==> config.mk <==
export PLATFORM = sky130hd
export DESIGN_NAME = wtr_place
export DESIGN_NICKNAME = d
export VERILOG_FILES = /design/src/hw/rtl/wtr_pkg.sv /design/src/hw/rtl/wtr_place.sv
export SDC_FILE = /design/constraint.sdc
export NUM_CORES = 1
export LEC_CHECK = 0
export BUFFER_PORTS_ARGS = -buffer_cell sky130_fd_sc_hd__buf_2
export CAP_MARGIN = 15
export CORE_MARGIN = 4
export CORE_UTILIZATION = 51
export DETAILED_ROUTE_END_ITERATION = 16
export GPL_TIMING_DRIVEN = 0
export PLACE_DENSITY_LB_ADDON = 0.15
export SETUP_SLACK_MARGIN = 0.5
export SLEW_MARGIN = 5
export SYNTH_ARGS = -nofsm -noshare
export SYNTH_HDL_FRONTEND = slang
export SYNTH_SLANG_ARGS = --single-unit
export TNS_END_PERCENT = 100
==> constraint.sdc <==
create_clock -name clock -period 5.6 [get_ports clock]
set_clock_uncertainty 0.1 [all_clocks]
set_input_delay 0.84 -clock clock [delete_from_list [all_inputs] [get_ports clock]]
set_output_delay 0.84 -clock clock [all_outputs]
set_load 0.05 [all_outputs]
==> src/hw/rtl/wtr_pkg.sv <==
`default_nettype none
// ----------------------------------------------------------------------------
// wtr_pkg: shared types and constants for the world-to-radar point transform
// Word layouts, register indexes, fixed-point widths and the quarter-wave
// sine table.
// ----------------------------------------------------------------------------
package wtr_pkg;

   // Table and angle resolution
   localparam int SINE_TABLE_DEPTH = 256;
   localparam int ANGLE_BITS       = 16;

   // Field widths
   localparam int COORD_W      = 20;
   localparam int YAW_W        = 16;
   localparam int YAW_PAD      = 24;
   localparam int ZOOM_W       = 16;
   localparam int WIN_W        = 13;
   localparam int ORIGIN_W     = 32;
   localparam int ORIGIN_HALF_W = 16;
   localparam int CSR_INDEX_W  = 3;
   localparam int CSR_DATA_W   = 32;

   // Pipeline depth: stages 1..NUM_STAGES
   localparam int NUM_STAGES = 10;

   // Sine table: unsigned Q1.15 magnitudes, signed after the quadrant fold
   localparam int SINE_W     = 17;
   localparam int SINE_IDX_W = $clog2(SINE_TABLE_DEPTH + 1);
   localparam int IDX_PROD_W = ANGLE_BITS - 1 + SINE_IDX_W;
   localparam logic [ANGLE_BITS-1:0] ANGLE_QUARTER = ANGLE_BITS'(1 << (ANGLE_BITS - 2));

   // Rotation datapath widths
   localparam int OFFSET_W = COORD_W + 1;
   localparam int PROD_W   = OFFSET_W + SINE_W;
   localparam int SUM_W    = PROD_W + 1;
   localparam int SCALED_W = SUM_W + ZOOM_W + 1;

   // Scale: divide by 20000 * 2^15 = 625 * 2^20, rounded half away from zero
   localparam longint unsigned SCALE_DIV  = 64'd20000 * (64'd1 << 15);
   localparam longint unsigned ROUND_HALF = SCALE_DIV / 2;
   localparam int ROUND_SHIFT = 20;
   localparam int SHIFT_W     = SCALED_W + 1 - ROUND_SHIFT;
   localparam int QUOT_DIV    = int'(SCALE_DIV >> ROUND_SHIFT);
   // Magnitudes at or above 2^21 all give the same clamped or saturated point
   localparam int QUOT_LIMIT_BITS = 21;
   localparam int NUM_W       = 31;
   localparam longint unsigned NUM_SAT = longint'(QUOT_DIV) << QUOT_LIMIT_BITS;
   localparam int RECIP_SHIFT = 41;
   localparam int RECIP_W     = 32;
   localparam longint unsigned RECIP = (64'd1 << RECIP_SHIFT) / QUOT_DIV;
   localparam int PRODQ_W     = NUM_W + RECIP_W;
   localparam int QE_W        = QUOT_LIMIT_BITS + 1;
   localparam int QUOT_W      = QE_W + 1;

   // Placement widths and bounds
   localparam int PLACE_W     = 24;
   localparam int FINAL_W     = PLACE_W + 1;
   localparam int EDGE_LOW_Q4 = 80;
   localparam int OUT_MAX     = 524287;
   localparam int OUT_MIN     = -524288;

   // Register reset values
   localparam logic [ZOOM_W-1:0] ZOOM_RESET = ZOOM_W'(1000);
   localparam logic [WIN_W-1:0]  WIN_RESET  = WIN_W'(200);

   typedef logic signed [SINE_W-1:0] sine_type;

   typedef enum logic [CSR_INDEX_W-1:0] {
      CSR_EYE_X,
      CSR_EYE_Y,
      CSR_VIEW_YAW,
      CSR_ZOOM_MILLI,
      CSR_WINDOW_W,
      CSR_WINDOW_H,
      CSR_WINDOW_ORIGIN,
      CSR_CLAMP_ENABLE
   } csr_index_type;

   typedef struct packed {
      logic signed [COORD_W-1:0] point_x;
      logic signed [COORD_W-1:0] point_y;
      logic                      clamp_request;
   } req_word_type;

   typedef struct packed {
      logic signed [COORD_W-1:0] screen_x;
      logic signed [COORD_W-1:0] screen_y;
   } rsp_word_type;

   typedef logic [SINE_TABLE_DEPTH:0][SINE_W-1:0] sine_table_type;

   localparam longint unsigned HALF_PI_Q30 = 64'd1686629713;

   // Taylor series of sin in Q2.30, rounded half up to Q1.15
   function automatic sine_table_type build_sine_table();
      sine_table_type  tab;
      longint unsigned x;
      longint unsigned t;
      longint          sum;
      longint          q;
      for (int k = 0; k <= SINE_TABLE_DEPTH; k++) begin
         x   = (longint'(k) * HALF_PI_Q30) / SINE_TABLE_DEPTH;
         t   = x;
         sum = longint'(x);
         for (int n = 1; n <= 5; n++) begin
            t = (t * x) >> 30;
            t = (t * x) >> 30;
            case (n)
               1:       t = t / 6;
               2:       t = t / 20;
               3:       t = t / 42;
               4:       t = t / 72;
               default: t = t / 110;
            endcase
            if ((n & 1) == 1) begin
               sum = sum - longint'(t);
            end else begin
               sum = sum + longint'(t);
            end
         end
         if (sum < 0) begin
            sum = 0;
         end
         q = (sum + (64'sd1 <<< 14)) >>> 15;
         if (q > 32768) begin
            q = 32768;
         end
         tab[k] = SINE_W'(q);
      end
      return tab;
   endfunction

   localparam sine_table_type SINE_TABLE = build_sine_table();

endpackage
`default_nettype wire

==> src/hw/rtl/wtr_place.sv <==
`default_nettype none
// ----------------------------------------------------------------------------
// wtr_place: pipeline stages 9 and 10, one lane
// Adds half the window, clamps to the window edges on request, adds the
// window origin and saturates to the output range.
// ----------------------------------------------------------------------------
module wtr_place
   import wtr_pkg::*;
(
   input  logic                      clock,
   input  logic [1:0]                stage_en,
   input  logic signed [QUOT_W-1:0]  quot,
   input  logic                      clamp_active,
   input  logic [WIN_W-1:0]          win_size,
   input  logic [ORIGIN_HALF_W-1:0]  origin,
   output logic signed [COORD_W-1:0] coord
);

   logic signed [PLACE_W-1:0] half_size;
   logic signed [PLACE_W-1:0] full_size;
   logic signed [PLACE_W-1:0] edge_low;
   logic signed [PLACE_W-1:0] place_in;
   logic signed [PLACE_W-1:0] place_ff;
   logic signed [FINAL_W-1:0] total;
   logic signed [COORD_W-1:0] coord_in;
   logic signed [COORD_W-1:0] coord_ff;

   always_comb begin
      half_size = PLACE_W'({win_size, 3'b000});
      full_size = PLACE_W'({win_size, 4'b0000});
      edge_low  = PLACE_W'(EDGE_LOW_Q4);
      place_in  = PLACE_W'(quot) + half_size;
      // low edge first, then the high edge wins
      if (clamp_active) begin
         if (place_in < edge_low) begin
            place_in = edge_low;
         end
         if (place_in > full_size) begin
            place_in = full_size;
         end
      end

      total = FINAL_W'(place_ff) + FINAL_W'({origin, 4'b0000});
      if (total > FINAL_W'(OUT_MAX)) begin
         coord_in = COORD_W'(OUT_MAX);
      end else if (total < FINAL_W'(OUT_MIN)) begin
         coord_in = COORD_W'(OUT_MIN);
      end else begin
         coord_in = total[COORD_W-1:0];
      end
   end

   always_ff @(posedge clock) begin
      if (stage_en[0]) begin
         place_ff <= place_in;
      end
      if (stage_en[1]) begin
         coord_ff <= coord_in;
      end
   end

   assign coord = coord_ff;

endmodule
`default_nettype wire

==> results.py <==
metrics = {
    "run_status": {
        "outcome": "complete, no violations",
    },
    "synthesis": {
        "synth-edff-count": 44,
        "synth-seq-cells": 44,
        "synth-main-ff-cell": "edfxtp_1",
        "syn_area_per_cell_sq_um": 10.1,
        "synthCells": 380,
        "seq_area_frac_synth_pct": 34.5,
        "yosys_warnings": 0,
        "async_flop_share_pct": 0,
        "syn_area_sq_um": 3830,
        "synth_nets": 481,
        "synth_cell_type_count": 52,
    },
    "global_route": {
        "use_met3_pct": 3.35,
        "grt-ovfl-total": 0,
        "grt_max_degree": 25,
        "grt_pass1_vias": 3462,
        "grt.busiest_layer": "met2",
        "antenna_found_initial": 0,
        "grt_use_total_pct": 21.3,
        "grt_first_pass_wirelength_microns": 15200,
        "met2_usage_pct": 37.7,
        "grtUsageMet1_pct": 25.2,
    },
    "cts": {
        "cts-root-buf": "clkbuf_8",
        "clk_latency_ns": 0.29,
        "cts_tree": "done",
        "cts_buffers": 5,
        "clockBufferDepth": 2,
        "clk_pin_slew_ns": 0.07,
        "htreeDepth": 2,
        "cts_sinks": 44,
    },
    "route": {
        "wl_per_cell_microns": 17.2,
        "num_vias": 3564,
        "via_per_inst": 5.77,
        "antenna_left": 0,
        "drc": 0,
        "first_iter_violations": 181,
        "firstDrtPassIters": 5,
        "drt_wl_total_microns": 10600,
    },
    "floorplanning": {
        "core_sq_um": 7290,
        "die_area_sq_um": 8950,
        "ios": 76,
        "dieHeight_microns": 94.6,
        "die-width_microns": 94.6,
        "start_util_pct": 52.5,
        "fp-row-count": 31,
    },
    "final_layout": {
        "fill_cells": 501,
        "area_growth_pct": 42.1,
        "most-common-layout-cells": "74 x buf_2, 44 x edfxtp_1, 38 x buf_4, 34 x ha_1, 29 x a21o_1",
        "final_core_util_pct": 74.6,
        "layout_commonest_cell": "buf_2",
        "drive_gt1_share_pct": 42.4,
        "nets": 619,
        "diodes": 0,
        "stdcell_count": 618,
    },
    "critical_path": {
        "cpMostUsedCell": "ha_4",
        "critPathBufInv": 4,
        "cp_max_fo": 8,
        "crit_path_cell_trace": "buf_8 > ha_4 > fa_2 > a211oi_4 > o211ai_4 > buf_4 > a31oi_1 > xor2_2 > nand4_1 > nor4_2 > and3_4 > ha_4 > clkbuf_16 > nor2_2 > ha_4 > a21oi_2 > o22ai_1 > o21bai_1 > a31oi_2 > o41a_1 > buf_6 > a2bb2oi_2",
        "path_class": "in -> reg",
        "max_stage_delay_ns": 0.51,
        "crit_path_top_delay_cell": "o41a_1",
        "crit_path_end_kind": "flip-flop",
        "critPathTopFamily": "compound AO/OA/AOI/OAI gates",
        "arrival_ns": 5.54,
        "start_kind": "input pin",
        "cp.required_ns": 5.54,
    },
    "place": {
        "dpl.hpwl_microns": 6630,
        "placedCellCount": 553,
        "numPortBuffers": 74,
        "routabilityCongestion": 0.906,
    },
    "timing": {
        "report.final.slew_viol_count": 0,
        "period_needed_ns": 5.60,
        "tightest_slew_ns": 0.726,
        "hold_viol": 0,
        "finalSetupViolations": 0,
        "grt_setup_unrepaired": "true",
        "post-route-period-util_pct": 99.9,
        "maxSlewHeadroom_pct": 51.2,
        "max_freq_ghz": 0.179,
    },
    "power": {
        "power_density_nw_per_um2": 234,
        "leakage_nw": 2.32,
        "irDropWorstVdd_v": 0.000103,
        "totalPowerFinal_mw": 1.27,
    },
    "run": {
        "maxCapViolCount": 0,
    },
    "worst_hold_path": {
        "hold_path_class": "reg -> reg",
    },
}
## area by class of cell
type	instances	area, sq um	share of cell area, %
Buffer	7	72.6	1.33
Clock buffer	7	76.3	1.40
Clock inverter	1	8.76	0.161
Inverter	22	82.6	1.52
Multi-Input combinational cell	307	2870	52.7
Sequential cell	44	1320	24.3
Tap cell	99	124	2.28
Timing Repair Buffer	131	890	16.4
## what timing repair did
| item | CTS | global route |
|---|---|---|
| buffers inserted | 40 | 14 |
| pin swaps | 23 | 27 |
| gates resized for setup | 37 | 63 |
| cloned | 2 | 1 |
| setup endpoints to repair | 20 | 20 |
| hold buffers | 0 | 0 |
## stage by stage
stage	area, sq um	hold slack (ns)	TNS [ns]	worst slack [ns]
6_report	5440	0.428	0	0.00313
2_1_floorplan	3900	0.395	0	0.484
3_5_place_dp	4400	0.406	-4.96	-0.341
5_1_grt	5440	0.460	-0.657	-0.120
3_3_place_gp	4400	0.413	-3.26	-0.247
4_1_cts	5000	0.433	0	0.184
## worst reg2reg max path, delay by kind of cell, from the launching register on
kind | cells | cell delay (ns)
compound gates | 6 | 1.79
fa+ha+maj | 2 | 0.67
flops | 1 | 0.37
buf+inv | 1 | 0.33
simple gates | 2 | 0.27
## final timing paths
check	end	slack (ns)	from	depth (start not counted)
max	place_ff[6]$_DFFE_PP_	0.003	win_size[0]	22
min	coord[0]$_SDFFCE_PN1P_	0.43	place_ff[0]$_DFFE_PP_	1
max reg2reg	coord[17]$_SDFFCE_PN1P_	1.95	place_ff[4]$_DFFE_PP_	11
min reg2reg	coord[0]$_SDFFCE_PN1P_	0.43	place_ff[0]$_DFFE_PP_	1
## sequential cells by signal (all words and copies together), names as in the netlist
signal    cells
place_ff     24
coord        20
## cell usage after synthesis, types with 6 or more instances
cell / count / area, sq um
a211oi_1: 8 / 60.1
a21o_1: 29 / 218
a21oi_1: 31 / 155
edfxtp_1: 44 / 1320
ha_1: 43 / 538
inv_1: 22 / 82.6
nand2_1: 14 / 52.6
nand3_1: 6 / 30.0
nand4_1: 7 / 43.8
nor2_1: 26 / 97.6
nor3_1: 7 / 35.0
o211ai_1: 6 / 45.0
o21ai_0: 18 / 90.1
o2bb2ai_2: 11 / 165
xnor2_1: 21 / 184
xor2_1: 12 / 105
## layer usage
layer  vias up  wire length [microns]
met3        27                    657
met4         0                    350
met2       155                   5330
met1      1657                   4280
li1       1725                      -
met5         -                      0
## logic make-up (layout without fill, tap and decap cells)
kind of cell    Yosys count  count (layout)  synth area share (%)
mux                       1               1                 0.294
compound gates          134             134                  26.2
fa+ha+maj                45              45                  15.1
buf+inv                  29             168                  3.33
simple gates             94              94                  13.0
flops                    44              44                  34.5
xor+xnor                 33              33                  7.55
## report_power, final
part | internal [mW] | leakage (nW) | switching, mW | total, mW
sequential | 0.416 | 0.422 | 0.0110 | 0.427
combinational | 0.286 | 1.85 | 0.373 | 0.659
clock | 0.0890 | 0.0424 | 0.0981 | 0.187
total | 0.791 | 2.32 | 0.483 | 1.27
Note: power is estimated with default switching activity, not from simulation.
