[src/hw/rtl/wtr_pkg.sv]
`default_nettype none
// ----------------------------------------------------------------------------
// wtr_pkg: shared types and constants for the world-to-radar point transform
// Word layouts, register indexes, fixed-point widths and the quarter-wave
// sine table.
// ----------------------------------------------------------------------------
package wtr_pkg;

   // Table and angle resolution
   localparam int SINE_TABLE_DEPTH = 256;
   localparam int ANGLE_BITS       = 16;

   // Field widths
   localparam int COORD_W      = 20;
   localparam int YAW_W        = 16;
   localparam int YAW_PAD      = 24;
   localparam int ZOOM_W       = 16;
   localparam int WIN_W        = 13;
   localparam int ORIGIN_W     = 32;
   localparam int ORIGIN_HALF_W = 16;
   localparam int CSR_INDEX_W  = 3;
   localparam int CSR_DATA_W   = 32;

   // Pipeline depth: stages 1..NUM_STAGES
   localparam int NUM_STAGES = 10;

   // Sine table: unsigned Q1.15 magnitudes, signed after the quadrant fold
   localparam int SINE_W     = 17;
   localparam int SINE_IDX_W = $clog2(SINE_TABLE_DEPTH + 1);
   localparam int IDX_PROD_W = ANGLE_BITS - 1 + SINE_IDX_W;
   localparam logic [ANGLE_BITS-1:0] ANGLE_QUARTER = ANGLE_BITS'(1 << (ANGLE_BITS - 2));

   // Rotation datapath widths
   localparam int OFFSET_W = COORD_W + 1;
   localparam int PROD_W   = OFFSET_W + SINE_W;
   localparam int SUM_W    = PROD_W + 1;
   localparam int SCALED_W = SUM_W + ZOOM_W + 1;

   // Scale: divide by 20000 * 2^15 = 625 * 2^20, rounded half away from zero
   localparam longint unsigned SCALE_DIV  = 64'd20000 * (64'd1 << 15);
   localparam longint unsigned ROUND_HALF = SCALE_DIV / 2;
   localparam int ROUND_SHIFT = 20;
   localparam int SHIFT_W     = SCALED_W + 1 - ROUND_SHIFT;
   localparam int QUOT_DIV    = int'(SCALE_DIV >> ROUND_SHIFT);
   // Magnitudes at or above 2^21 all give the same clamped or saturated point
   localparam int QUOT_LIMIT_BITS = 21;
   localparam int NUM_W       = 31;
   localparam longint unsigned NUM_SAT = longint'(QUOT_DIV) << QUOT_LIMIT_BITS;
   localparam int RECIP_SHIFT = 41;
   localparam int RECIP_W     = 32;
   localparam longint unsigned RECIP = (64'd1 << RECIP_SHIFT) / QUOT_DIV;
   localparam int PRODQ_W     = NUM_W + RECIP_W;
   localparam int QE_W        = QUOT_LIMIT_BITS + 1;
   localparam int QUOT_W      = QE_W + 1;

   // Placement widths and bounds
   localparam int PLACE_W     = 24;
   localparam int FINAL_W     = PLACE_W + 1;
   localparam int EDGE_LOW_Q4 = 80;
   localparam int OUT_MAX     = 524287;
   localparam int OUT_MIN     = -524288;

   // Register reset values
   localparam logic [ZOOM_W-1:0] ZOOM_RESET = ZOOM_W'(1000);
   localparam logic [WIN_W-1:0]  WIN_RESET  = WIN_W'(200);

   typedef logic signed [SINE_W-1:0] sine_type;

   typedef enum logic [CSR_INDEX_W-1:0] {
      CSR_EYE_X,
      CSR_EYE_Y,
      CSR_VIEW_YAW,
      CSR_ZOOM_MILLI,
      CSR_WINDOW_W,
      CSR_WINDOW_H,
      CSR_WINDOW_ORIGIN,
      CSR_CLAMP_ENABLE
   } csr_index_type;

   typedef struct packed {
      logic signed [COORD_W-1:0] point_x;
      logic signed [COORD_W-1:0] point_y;
      logic                      clamp_request;
   } req_word_type;

   typedef struct packed {
      logic signed [COORD_W-1:0] screen_x;
      logic signed [COORD_W-1:0] screen_y;
   } rsp_word_type;

   typedef logic [SINE_TABLE_DEPTH:0][SINE_W-1:0] sine_table_type;

   localparam longint unsigned HALF_PI_Q30 = 64'd1686629713;

   // Taylor series of sin in Q2.30, rounded half up to Q1.15
   function automatic sine_table_type build_sine_table();
      sine_table_type  tab;
      longint unsigned x;
      longint unsigned t;
      longint          sum;
      longint          q;
      for (int k = 0; k <= SINE_TABLE_DEPTH; k++) begin
         x   = (longint'(k) * HALF_PI_Q30) / SINE_TABLE_DEPTH;
         t   = x;
         sum = longint'(x);
         for (int n = 1; n <= 5; n++) begin
            t = (t * x) >> 30;
            t = (t * x) >> 30;
            case (n)
               1:       t = t / 6;
               2:       t = t / 20;
               3:       t = t / 42;
               4:       t = t / 72;
               default: t = t / 110;
            endcase
            if ((n & 1) == 1) begin
               sum = sum - longint'(t);
            end else begin
               sum = sum + longint'(t);
            end
         end
         if (sum < 0) begin
            sum = 0;
         end
         q = (sum + (64'sd1 <<< 14)) >>> 15;
         if (q > 32768) begin
            q = 32768;
         end
         tab[k] = SINE_W'(q);
      end
      return tab;
   endfunction

   localparam sine_table_type SINE_TABLE = build_sine_table();

endpackage
`default_nettype wire

[src/hw/rtl/wtr_rotate.sv]
`default_nettype none
// ----------------------------------------------------------------------------
// wtr_rotate: pipeline stages 1 to 4
// Captures the word, forms the offset from the eye, takes the four
// products with sine and cosine and sums them into the rotated offset.
// ----------------------------------------------------------------------------
module wtr_rotate
   import wtr_pkg::*;
(
   input  logic                      clock,
   input  logic [3:0]                stage_en,
   input  req_word_type              in_word,
   input  logic signed [COORD_W-1:0] eye_x,
   input  logic signed [COORD_W-1:0] eye_y,
   input  sine_type                  sin_val,
   input  sine_type                  cos_val,
   output logic signed [SUM_W-1:0]   rot_x,
   output logic signed [SUM_W-1:0]   rot_y,
   output logic                      clamp_request
);

   req_word_type               word_ff;
   logic signed [OFFSET_W-1:0] dx_ff;
   logic signed [OFFSET_W-1:0] dy_ff;
   logic signed [OFFSET_W-1:0] dx_in;
   logic signed [OFFSET_W-1:0] dy_in;
   logic                       clamp2_ff;
   logic                       clamp3_ff;
   logic                       clamp4_ff;
   logic signed [PROD_W-1:0]   xc_ff;
   logic signed [PROD_W-1:0]   ys_ff;
   logic signed [PROD_W-1:0]   xs_ff;
   logic signed [PROD_W-1:0]   yc_ff;
   logic signed [PROD_W-1:0]   xc_in;
   logic signed [PROD_W-1:0]   ys_in;
   logic signed [PROD_W-1:0]   xs_in;
   logic signed [PROD_W-1:0]   yc_in;
   logic signed [SUM_W-1:0]    rot_x_ff;
   logic signed [SUM_W-1:0]    rot_y_ff;
   logic signed [SUM_W-1:0]    rot_x_in;
   logic signed [SUM_W-1:0]    rot_y_in;

   always_comb begin
      // y difference runs the other way
      dx_in    = OFFSET_W'(word_ff.point_x) - OFFSET_W'(eye_x);
      dy_in    = OFFSET_W'(eye_y) - OFFSET_W'(word_ff.point_y);
      xc_in    = PROD_W'(dx_ff) * PROD_W'(cos_val);
      ys_in    = PROD_W'(dy_ff) * PROD_W'(sin_val);
      xs_in    = PROD_W'(dx_ff) * PROD_W'(sin_val);
      yc_in    = PROD_W'(dy_ff) * PROD_W'(cos_val);
      rot_x_in = SUM_W'(xc_ff) - SUM_W'(ys_ff);
      rot_y_in = SUM_W'(xs_ff) + SUM_W'(yc_ff);
   end

   always_ff @(posedge clock) begin
      if (stage_en[0]) begin
         word_ff <= in_word;
      end
      if (stage_en[1]) begin
         dx_ff     <= dx_in;
         dy_ff     <= dy_in;
         clamp2_ff <= word_ff.clamp_request;
      end
      if (stage_en[2]) begin
         xc_ff     <= xc_in;
         ys_ff     <= ys_in;
         xs_ff     <= xs_in;
         yc_ff     <= yc_in;
         clamp3_ff <= clamp2_ff;
      end
      if (stage_en[3]) begin
         rot_x_ff  <= rot_x_in;
         rot_y_ff  <= rot_y_in;
         clamp4_ff <= clamp3_ff;
      end
   end

   assign rot_x         = rot_x_ff;
   assign rot_y         = rot_y_ff;
   assign clamp_request = clamp4_ff;

endmodule
`default_nettype wire

[config.mk]
export PLATFORM = sky130hd
export DESIGN_NAME = wtr_rotate
export DESIGN_NICKNAME = d
export VERILOG_FILES = /design/src/hw/rtl/wtr_pkg.sv /design/src/hw/rtl/wtr_rotate.sv
export SDC_FILE = /design/constraint.sdc
export NUM_CORES = 2
export LEC_CHECK = 0
export BUFFER_PORTS_ARGS = -buffer_cell sky130_fd_sc_hd__buf_4
export CORE_MARGIN = 5
export CORE_UTILIZATION = 55
export CTS_CLUSTER_SIZE = 12
export DETAILED_ROUTE_END_ITERATION = 16
export PLACE_DENSITY = 0.73
export SLEW_MARGIN = 5
export SYNTH_ARGS = -nofsm -noshare
export SYNTH_HDL_FRONTEND = slang
export SYNTH_SLANG_ARGS = --single-unit
[constraint.sdc]
create_clock -name clock -period 10.45 [get_ports clock]
set_clock_uncertainty 0.1 [all_clocks]
set_input_delay 1.5675 -clock clock [delete_from_list [all_inputs] [get_ports clock]]
set_output_delay 1.5675 -clock clock [all_outputs]
set_load 0.03 [all_outputs]
==> impl_metrics.json <==
{
  "status": "finished, final reports clean",
  "synth-edff-count": 316,
  "die_w_um": 358,
  "routed_wl_um": 159000,
  "crit_path_start": "sin_val[16]",
  "io_pins": 199,
  "gr-total-overflow": 0,
  "tritoncts": "done",
  "ant_nets": 0,
  "synth_area_mm2": 0.0666,
  "slew_headroom_pct": 33.6,
  "setup_viol": 0,
  "synthArstFlopShare_pct": 0,
  "instances_no_fill": 8517,
  "endpoint_kind": "flip-flop",
  "final_layout_size_suffix_gt1_share_pct": 4.91,
  "path_cells": "buf_4, clkinv_1, buf_4, nor2_1, fa_1, fa_1, fa_1, fa_1, fa_1, inv_1, fa_1, inv_1, ha_1, a21oi_1, nor2b_1, o21ai_1, a211o_1, o21ai_0, o31ai_1, o21ai_1, a211o_1, a21oi_1, xnor2_1",
  "layout_commonest_cell": "inv_1",
  "worstHoldStart": "clamp3_ff",
  "post-cts-setup-buffers": 0,
  "ctsResizeCount": 0,
  "ys_types": 80,
  "wl_per_cell_um": 18.7,
  "dr.pass1.iters": 6,
  "ys_seq_area_share_pct": 14.3,
  "fillers": 10212,
  "synthFlopType": "edfxtp_1",
  "critPathMaxFanout": 18,
  "grt_pass1_wl_um": 262000,
  "crit_path_top_delay_cell": "clkinv_1",
  "vias": 46732,
  "start_util_pct": 55.4,
  "hold_class": "flip-flop to flip-flop",
  "synthCells": 6854,
  "hpwl_um": 122000,
  "dieArea_mm2": 0.128,
  "tns_ns": 0,
  "rr_startpoint": "dy_ff[6]",
  "clk_latency_ns": 0.64,
  "gp_congestion": 0.889,
  "drt_iter0_drc": 3458,
  "path_buf_inv": 5,
  "yosys.area.top_type": "fa_1",
  "slew_viol_final": 0,
  "yosys_warnings": 0,
  "fp-row-count": 127,
  "ys_ff_latch": 316,
  "place_inst": 8435,
  "maxCapViolations": 0,
  "crit_family": "adder cells",
  "fin_hold_ws_ns": 0.321,
  "path_common_cell": "fa_1",
  "root_buffer": "clkbuf_16",
  "grt_max_degree": 66,
  "hold_buffers": 0,
  "rsz0062_at_grt": "no",
  "die_h_um": 358,
  "netlist.area_leader.share_pct": 42.9,
  "syn2layout_area_growth_pct": 6.43,
  "hold_violations": 0,
  "antenna_found_initial": 7,
  "cts_sinks": 316,
  "syn_nets": 8890,
  "required_ns": 10.73,
  "grt_usage_pct": 25.9,
  "path_class": "input pin to flip-flop",
  "numCtsBuffers": 43,
  "fmax_mhz": 122,
  "fin_nets": 8904,
  "grt_pass1_vias": 50141,
  "period_needed_ns": 8.17,
  "path_clk_slew_ns": 0.06,
  "startpoint_type": "input pin",
  "final_cell_mix": "inv_1, fa_1, nand2_1",
  "cp.arrival_ns": 8.46,
  "tightest_slew_ns": 0.996,
  "multiInputGateArea_mm2": 0.0501,
  "syn_area_per_cell_um2": 9.71,
  "drc": 0,
  "cts_max_level": 2,
  "max-clock-path-buffers": 3,
  "fin_crit_sh_pct": 78.2,
  "coreArea_mm2": 0.120,
  "ys_top_cells_by_area": "fa_1, edfxtp_1, ha_1",
  "worst_path_largest_cell_delay_ns": 0.59,
  "register_area_mm2": 0.00949,
  "via_per_inst": 5.49,
  "port_buffers": 198,
  "layout_setup_ws_ns": 2.28,
  "dp_slack_ns": 1.68
}
==> cells in the mapped netlist, drive strengths merged, types with 6 or more instances <==
library cell / instances
a2111oi: 6
a211oi: 29
a21boi: 10
a21o: 107
a21oi: 168
a31oi: 25
and2: 592
and3: 19
and4: 7
clkbuf: 279
edfxtp: 316
fa: 1428
ha: 488
inv: 1583
nand2: 852
nand2b: 48
nand3: 34
nand4: 14
nor2: 208
nor2b: 36
nor3: 46
nor4: 6
o2111ai: 8
o211ai: 18
o21a: 50
o21ai: 103
o21bai: 30
o31ai: 6
or3: 13
xnor2: 189
xor2: 56
==> kinds of logic after synthesis <==
| family | after synthesis | synth area share [%] |
|---|---|---|
| adder cells (fa/ha/maj) | 1916 | 52.1 |
| AND/OR/NAND/NOR | 1892 | 13.7 |
| buffers and inverters | 1865 | 10.5 |
| AO/OA/AOI/OAI | 620 | 6.18 |
| flip-flops | 316 | 14.3 |
| XOR/XNOR | 245 | 3.22 |
==> state kept, by name, summed over array words and instances (netlist names) <==
| name | count |
|---|---|
| clamp3_ff | 1 |
| xs_ff | 38 |
| clamp_request | 1 |
| ys_ff | 38 |
| rot_x | 39 |
| rot_y | 39 |
| yc_ff | 38 |
| word_ff | 41 |
| clamp2_ff | 1 |
| xc_ff | 38 |
| dx_ff | 21 |
| dy_ff | 21 |
==> worst paths after layout <==
path / cells after the start / slack, ns / to
max: 23 / 2.28 / ys_ff[37]
min: 0 / 0.32 / clamp_request
max reg2reg: 24 / 2.61 / ys_ff[37]
min reg2reg: 0 / 0.32 / clamp_request
==> layer usage <==
| metal | global-route usage (%) | up-vias | share of wire, % |
|---|---|---|---|
| met2 | 43.8 | 1835 | 49 |
| met3 | 4.39 | 308 | 7.9 |
| met5 | 0 | - | 0.019 |
| li1 | - | 20670 | - |
| met1 | 33.7 | 23915 | 39 |
| met4 | 10.0 | 4 | 4.6 |
==> layout make-up <==
cell class | count | share of cell area (%)
timing repair buffer | 250 | 2.65
sequential | 316 | 13.4
clock inverter | 29 | 0.466
multi-input combinational | 4673 | 70.7
inverter | 1584 | 8.39
antenna | 4 | 0.0141
clock buffer | 49 | 1.55
tap | 1612 | 2.85
==> per-stage QoR <==
| stage | util [%] | cell area, um^2 |
|---|---|---|
| after floorplan | - | 66600 |
| after global placement | 57.8 | 69400 |
| after detailed placement | 57.8 | 69400 |
| after CTS | 59.0 | 70800 |
| after global routing | 59.0 | 70900 |
| final | 59.0 | 70900 |
==> worst register-to-register path, delay by kind of cell (launching register included) <==
| kind | cells | cell delay [ns] |
|---|---|---|
| compound gates | 9 | 2.41 |
| buf+inv | 6 | 0.72 |
| xor+xnor | 1 | 0.09 |
| flops | 1 | 0.85 |
| simple gates | 1 | 0.14 |
| fa+ha+maj | 7 | 3.30 |
Power is left out: the tool's default activity adds up to more than one toggle a clock period on the data nets, which glitch-free logic cannot reach.
