<file path="src/hw/rtl/wtr_pkg.sv">
`default_nettype none
// ----------------------------------------------------------------------------
// wtr_pkg: shared types and constants for the world-to-radar point transform
// Word layouts, register indexes, fixed-point widths and the quarter-wave
// sine table.
// ----------------------------------------------------------------------------
package wtr_pkg;

   // Table and angle resolution
   localparam int SINE_TABLE_DEPTH = 256;
   localparam int ANGLE_BITS       = 16;

   // Field widths
   localparam int COORD_W      = 20;
   localparam int YAW_W        = 16;
   localparam int YAW_PAD      = 24;
   localparam int ZOOM_W       = 16;
   localparam int WIN_W        = 13;
   localparam int ORIGIN_W     = 32;
   localparam int ORIGIN_HALF_W = 16;
   localparam int CSR_INDEX_W  = 3;
   localparam int CSR_DATA_W   = 32;

   // Pipeline depth: stages 1..NUM_STAGES
   localparam int NUM_STAGES = 10;

   // Sine table: unsigned Q1.15 magnitudes, signed after the quadrant fold
   localparam int SINE_W     = 17;
   localparam int SINE_IDX_W = $clog2(SINE_TABLE_DEPTH + 1);
   localparam int IDX_PROD_W = ANGLE_BITS - 1 + SINE_IDX_W;
   localparam logic [ANGLE_BITS-1:0] ANGLE_QUARTER = ANGLE_BITS'(1 << (ANGLE_BITS - 2));

   // Rotation datapath widths
   localparam int OFFSET_W = COORD_W + 1;
   localparam int PROD_W   = OFFSET_W + SINE_W;
   localparam int SUM_W    = PROD_W + 1;
   localparam int SCALED_W = SUM_W + ZOOM_W + 1;

   // Scale: divide by 20000 * 2^15 = 625 * 2^20, rounded half away from zero
   localparam longint unsigned SCALE_DIV  = 64'd20000 * (64'd1 << 15);
   localparam longint unsigned ROUND_HALF = SCALE_DIV / 2;
   localparam int ROUND_SHIFT = 20;
   localparam int SHIFT_W     = SCALED_W + 1 - ROUND_SHIFT;
   localparam int QUOT_DIV    = int'(SCALE_DIV >> ROUND_SHIFT);
   // Magnitudes at or above 2^21 all give the same clamped or saturated point
   localparam int QUOT_LIMIT_BITS = 21;
   localparam int NUM_W       = 31;
   localparam longint unsigned NUM_SAT = longint'(QUOT_DIV) << QUOT_LIMIT_BITS;
   localparam int RECIP_SHIFT = 41;
   localparam int RECIP_W     = 32;
   localparam longint unsigned RECIP = (64'd1 << RECIP_SHIFT) / QUOT_DIV;
   localparam int PRODQ_W     = NUM_W + RECIP_W;
   localparam int QE_W        = QUOT_LIMIT_BITS + 1;
   localparam int QUOT_W      = QE_W + 1;

   // Placement widths and bounds
   localparam int PLACE_W     = 24;
   localparam int FINAL_W     = PLACE_W + 1;
   localparam int EDGE_LOW_Q4 = 80;
   localparam int OUT_MAX     = 524287;
   localparam int OUT_MIN     = -524288;

   // Register reset values
   localparam logic [ZOOM_W-1:0] ZOOM_RESET = ZOOM_W'(1000);
   localparam logic [WIN_W-1:0]  WIN_RESET  = WIN_W'(200);

   typedef logic signed [SINE_W-1:0] sine_type;

   typedef enum logic [CSR_INDEX_W-1:0] {
      CSR_EYE_X,
      CSR_EYE_Y,
      CSR_VIEW_YAW,
      CSR_ZOOM_MILLI,
      CSR_WINDOW_W,
      CSR_WINDOW_H,
      CSR_WINDOW_ORIGIN,
      CSR_CLAMP_ENABLE
   } csr_index_type;

   typedef struct packed {
      logic signed [COORD_W-1:0] point_x;
      logic signed [COORD_W-1:0] point_y;
      logic                      clamp_request;
   } req_word_type;

   typedef struct packed {
      logic signed [COORD_W-1:0] screen_x;
      logic signed [COORD_W-1:0] screen_y;
   } rsp_word_type;

   typedef logic [SINE_TABLE_DEPTH:0][SINE_W-1:0] sine_table_type;

   localparam longint unsigned HALF_PI_Q30 = 64'd1686629713;

   // Taylor series of sin in Q2.30, rounded half up to Q1.15
   function automatic sine_table_type build_sine_table();
      sine_table_type  tab;
      longint unsigned x;
      longint unsigned t;
      longint          sum;
      longint          q;
      for (int k = 0; k <= SINE_TABLE_DEPTH; k++) begin
         x   = (longint'(k) * HALF_PI_Q30) / SINE_TABLE_DEPTH;
         t   = x;
         sum = longint'(x);
         for (int n = 1; n <= 5; n++) begin
            t = (t * x) >> 30;
            t = (t * x) >> 30;
            case (n)
               1:       t = t / 6;
               2:       t = t / 20;
               3:       t = t / 42;
               4:       t = t / 72;
               default: t = t / 110;
            endcase
            if ((n & 1) == 1) begin
               sum = sum - longint'(t);
            end else begin
               sum = sum + longint'(t);
            end
         end
         if (sum < 0) begin
            sum = 0;
         end
         q = (sum + (64'sd1 <<< 14)) >>> 15;
         if (q > 32768) begin
            q = 32768;
         end
         tab[k] = SINE_W'(q);
      end
      return tab;
   endfunction

   localparam sine_table_type SINE_TABLE = build_sine_table();

endpackage
`default_nettype wire

</file>
<file path="src/hw/rtl/wtr_scale.sv">
`default_nettype none
// ----------------------------------------------------------------------------
// wtr_scale: pipeline stages 5 to 8, one lane
// Multiplies by the zoom, then divides by 20000 * 2^15 with rounding:
// bias and shift by 2^20, then divide by 625 through a reciprocal product
// and a one-step correction.
// ----------------------------------------------------------------------------
module wtr_scale
   import wtr_pkg::*;
(
   input  logic                     clock,
   input  logic [3:0]               stage_en,
   input  logic signed [SUM_W-1:0]  rot,
   input  logic [ZOOM_W-1:0]        zoom_milli,
   output logic signed [QUOT_W-1:0] quot
);

   logic signed [SCALED_W-1:0] scaled_ff;
   logic signed [SCALED_W-1:0] scaled_in;
   logic [SCALED_W-1:0]        mag;
   logic [SCALED_W:0]          biased;
   logic [SHIFT_W-1:0]         shifted;
   logic [NUM_W-1:0]           num_in;
   logic [NUM_W-1:0]           num6_ff;
   logic                       neg6_ff;
   logic [PRODQ_W-1:0]         recip_prod;
   logic [QE_W-1:0]            qe_in;
   logic [QE_W-1:0]            qe_ff;
   logic [NUM_W-1:0]           num7_ff;
   logic                       neg7_ff;
   logic [NUM_W-1:0]           back;
   logic [NUM_W-1:0]           rem;
   logic [QE_W-1:0]            q_fix;
   logic signed [QUOT_W-1:0]   q_ext;
   logic signed [QUOT_W-1:0]   quot_in;
   logic signed [QUOT_W-1:0]   quot_ff;

   always_comb begin
      scaled_in = SCALED_W'(rot) * SCALED_W'(signed'({1'b0, zoom_milli}));

      mag     = scaled_ff[SCALED_W-1] ? SCALED_W'(-scaled_ff) : SCALED_W'(scaled_ff);
      biased  = (SCALED_W+1)'(mag) + (SCALED_W+1)'(ROUND_HALF);
      shifted = SHIFT_W'(biased >> ROUND_SHIFT);
      // clip large magnitudes, the placement result no longer changes
      if (shifted >= SHIFT_W'(NUM_SAT)) begin
         num_in = NUM_W'(NUM_SAT);
      end else begin
         num_in = shifted[NUM_W-1:0];
      end

      recip_prod = PRODQ_W'(num6_ff) * PRODQ_W'(RECIP);
      qe_in      = recip_prod[RECIP_SHIFT +: QE_W];

      // estimate is low by at most one
      back  = NUM_W'(qe_ff) * NUM_W'(QUOT_DIV);
      rem   = num7_ff - back;
      q_fix = (rem >= NUM_W'(QUOT_DIV)) ? qe_ff + QE_W'(1) : qe_ff;
      q_ext = signed'({1'b0, q_fix});
      quot_in = neg7_ff ? -q_ext : q_ext;
   end

   always_ff @(posedge clock) begin
      if (stage_en[0]) begin
         scaled_ff <= scaled_in;
      end
      if (stage_en[1]) begin
         num6_ff <= num_in;
         neg6_ff <= scaled_ff[SCALED_W-1];
      end
      if (stage_en[2]) begin
         qe_ff   <= qe_in;
         num7_ff <= num6_ff;
         neg7_ff <= neg6_ff;
      end
      if (stage_en[3]) begin
         quot_ff <= quot_in;
      end
   end

   assign quot = quot_ff;

endmodule
`default_nettype wire

</file>
<file path="config.mk">
export PLATFORM = sky130hd
export DESIGN_NAME = wtr_scale
export DESIGN_NICKNAME = d
export VERILOG_FILES = /design/src/hw/rtl/wtr_pkg.sv /design/src/hw/rtl/wtr_scale.sv
export SDC_FILE = /design/constraint.sdc
export NUM_CORES = 2
export LEC_CHECK = 0
export BUFFER_PORTS_ARGS = -buffer_cell sky130_fd_sc_hd__buf_2
export CAP_MARGIN = 15
export CORE_MARGIN = 2
export CORE_UTILIZATION = 66
export DETAILED_ROUTE_END_ITERATION = 10
export HOLD_SLACK_MARGIN = 0.06
export PLACE_DENSITY = 0.88
export SYNTH_ARGS = -nofsm -noshare
export SYNTH_HDL_FRONTEND = slang
export SYNTH_SLANG_ARGS = --single-unit
</file>
<file path="constraint.sdc">
create_clock -name clock -period 10.28 [get_ports clock]
set_input_delay 1.028 -clock clock [delete_from_list [all_inputs] [get_ports clock]]
set_output_delay 1.028 -clock clock [all_outputs]
set_load 0.1 [all_outputs]
</file>
==> impl_metrics.json <==
{
  "status": "completed",
  "skew_ns": 0.0179,
  "synth-xor-area-share_pct": 3.30,
  "ctsResizeCount": 0,
  "core_area_mm2": 0.0758,
  "fin_tns_setup_ns": 0,
  "synth_mux_area_share_pct": 0.184,
  "layout_common_cells": "inv_1 (1444), fa_1 (1074), ha_1 (605), nand2_1 (506), and2_1 (250)",
  "syn_nets": 6957,
  "min-delay-path-class": "reg2reg",
  "grt_pass1_wl_mm": 205,
  "cts_tree": "done",
  "maxSlewViolCount": 0,
  "critical_path_arrival_ns": 9.52,
  "grt_max_degree": 57,
  "wl_mm": 125,
  "grt_pass1_vias": 40600,
  "syn-instance-count": 5218,
  "setup_violations": 0,
  "cts_setup_buffers": 0,
  "finalCriticalPeriod_ns": 9.28,
  "syn_area_per_cell_um2": 9.67,
  "synth-simple-area-share_pct": 11.1,
  "ioPinCount": 83,
  "min_from": "neg6_ff",
  "endpoint_kind": "register",
  "clock_path_buffers": 2,
  "cts_max_level": 4,
  "timing.slew.headroom_pct": 21.6,
  "crit_type": "reg2reg",
  "fp.dieW_um": 280,
  "cp-startpoint": "qe_ff[5]",
  "synth_top_family_by_area": "adder cells",
  "hold_buffers": 0,
  "layout-drive-gt1-share_pct": 3.57,
  "cts_buffers": 17,
  "fill_cells": 5339,
  "ys_types": 85,
  "final_common_cell": "inv_1",
  "rsz0062_at_grt": "false",
  "start_util_pct": 66.5,
  "synth_seq_cells": 165,
  "max_cap_violations": 0,
  "cp-start-kind": "register",
  "grt_overflow": 0,
  "synth.top_cell.area_share_pct": 42.6,
  "cp_max_fo": 14,
  "ys_seq_area_share_pct": 9.82,
  "grt_util_all_layers_pct": 33.5,
  "port_buffers": 82,
  "postRouteAntennaNets": 0,
  "gp_congestion": 0.983,
  "hold_viol_final": 0,
  "firstDrtPassIters": 6,
  "root_buffer": "clkbuf_16",
  "die-area_mm2": 0.0787,
  "crit_required_ns": 10.51,
  "synth_top_cell_by_area": "fa_1",
  "wire_per_inst_um": 20.2,
  "synthArstFlopShare_pct": 0,
  "area_growth_syn_to_layout_pct": 3.64,
  "synth_area_mm2": 0.0504,
  "r2r-start": "qe_ff[5]",
  "dp_hpwl_mm": 99.6,
  "fmax_mhz": 108,
  "tightest_slew_ns": 1.18,
  "final_net_count": 6939,
  "synth_edf_count": 165,
  "fin_util_pct": 68.9,
  "clkLatencyLatePin_ns": 0.48,
  "std_cell_rows": 101,
  "via_per_inst": 5.87,
  "antenna_found_initial": 2,
  "clk_pin_slew_ns": 0.08,
  "synth_warnings": 0,
  "drt_iter0_drc": 2903,
  "synth_area_leaders": "fa_1 (43%), ha_1 (15%), inv_1 (11%)",
  "synth_compound_area_share_pct": 6.12,
  "cts_sinks": 165,
  "vias": 36300,
  "drc": 0,
  "die_h_um": 280,
  "synth_ff_type": "edfxtp_1",
  "yosys.area_share.adder_pct": 57.6,
  "period_share_pct": 90.3,
  "ff2ff_setup_slack_ns": 1.0
}
layout make-up:
class / instances / area [um2] / area share [%]
multi-input combinational: 3465 / 39500 / 75.5
inverter: 1445 / 5420 / 10.4
sequential: 165 / 4950 / 9.48
tap: 978 / 1220 / 2.34
timing repair buffer: 106 / 591 / 1.13
clock buffer: 17 / 425 / 0.814
clock inverter: 15 / 161 / 0.309
antenna: 2 / 5.00 / 0.00957
final timing paths:
| check | end | cells past startpoint |
|---|---|---|
| min | neg7_ff | 0 |
| max reg2reg | quot[22] | 27 |
| max | quot[22] | 27 |
| min reg2reg | neg7_ff | 0 |
cells by family after synthesis:
group | Yosys count
AOI/OAI and AO/OA | 465
xor gates and xnor gates | 190
adders and majority gates | 1679
buffers and inverters | 1588
DFF | 165
muxes | 9
and+or+nand+nor | 1122
sequential cells by signal (all words and copies together) (netlist names):
signal	flops
scaled_ff	56
num7_ff	31
num6_ff	31
neg7_ff	1
quot	23
neg6_ff	1
qe_ff	22
critical path, cell delays in order (launching register included):
cell,delay [ns]
edfxtp_1,0.77
fa_1,0.51
ha_1,0.29
inv_1,0.06
fa_1,0.53
inv_1,0.06
fa_1,0.51
fa_1,0.56
inv_1,0.05
ha_1,0.40
o211ai_1,0.15
o21ai_0,0.31
nand2_1,0.20
or4_1,0.58
a31oi_1,0.21
o21ai_0,0.10
a2111oi_0,0.50
and2_1,0.57
nand2_1,0.39
a21oi_1,0.29
ha_1,0.25
and3_1,0.22
o2bb2ai_1,0.13
a21oi_1,0.06
a22oi_1,0.30
nand4_1,0.30
or3_1,0.44
o31a_1,0.27
layer usage:
metal / global-route usage [%] / share of wire, % / wire (um)
met1: 40.3 / 35 / 43900
met2: 57.8 / 49 / 61700
met3: 7.34 / 10 / 12700
met4: 15.5 / 5.2 / 6510
met5: 0 / 0 / 0
synthesized netlist by cell type (all sizes together) (5+ instances only):
| library cell | n |
|---|---|
| a2111oi | 6 |
| a211o | 5 |
| a211oi | 18 |
| a21o | 53 |
| a21oi | 136 |
| a221o | 5 |
| a22oi | 6 |
| a31oi | 16 |
| a32oi | 6 |
| and2 | 250 |
| and3 | 19 |
| buf | 6 |
| clkbuf | 137 |
| edfxtp | 165 |
| fa | 1074 |
| ha | 605 |
| inv | 1444 |
| mux2i | 7 |
| nand2 | 506 |
| nand2b | 17 |
| nand3 | 33 |
| nand4 | 31 |
| nor2 | 132 |
| nor2b | 16 |
| nor3 | 42 |
| nor3b | 6 |
| nor4 | 18 |
| nor4b | 5 |
| o211ai | 15 |
| o21a | 20 |
| o21ai | 82 |
| o21bai | 16 |
| o22ai | 6 |
| o31a | 5 |
| o31ai | 15 |
| or2 | 12 |
| or3 | 16 |
| or4 | 7 |
| xnor2 | 130 |
| xor2 | 60 |
through the flow:
| stage | setup slack [ns] | hold slack [ns] | area (um2) | cells |
|---|---|---|---|---|
| floorplan | 2.08 | 0.400 | 50400 | 5218 |
| global placement | 1.29 | 0.484 | 51700 | 6159 |
| detailed placement | 1.17 | 0.486 | 51700 | 6159 |
| CTS | 1.10 | 0.504 | 52300 | 6191 |
| global route | 0.377 | 0.513 | 52300 | 6193 |
| finish | 0.996 | 0.510 | 52300 | 6193 |
Power is left out: the tool's default activity adds up to more than one toggle a clock period on the data nets, which glitch-free logic cannot reach.
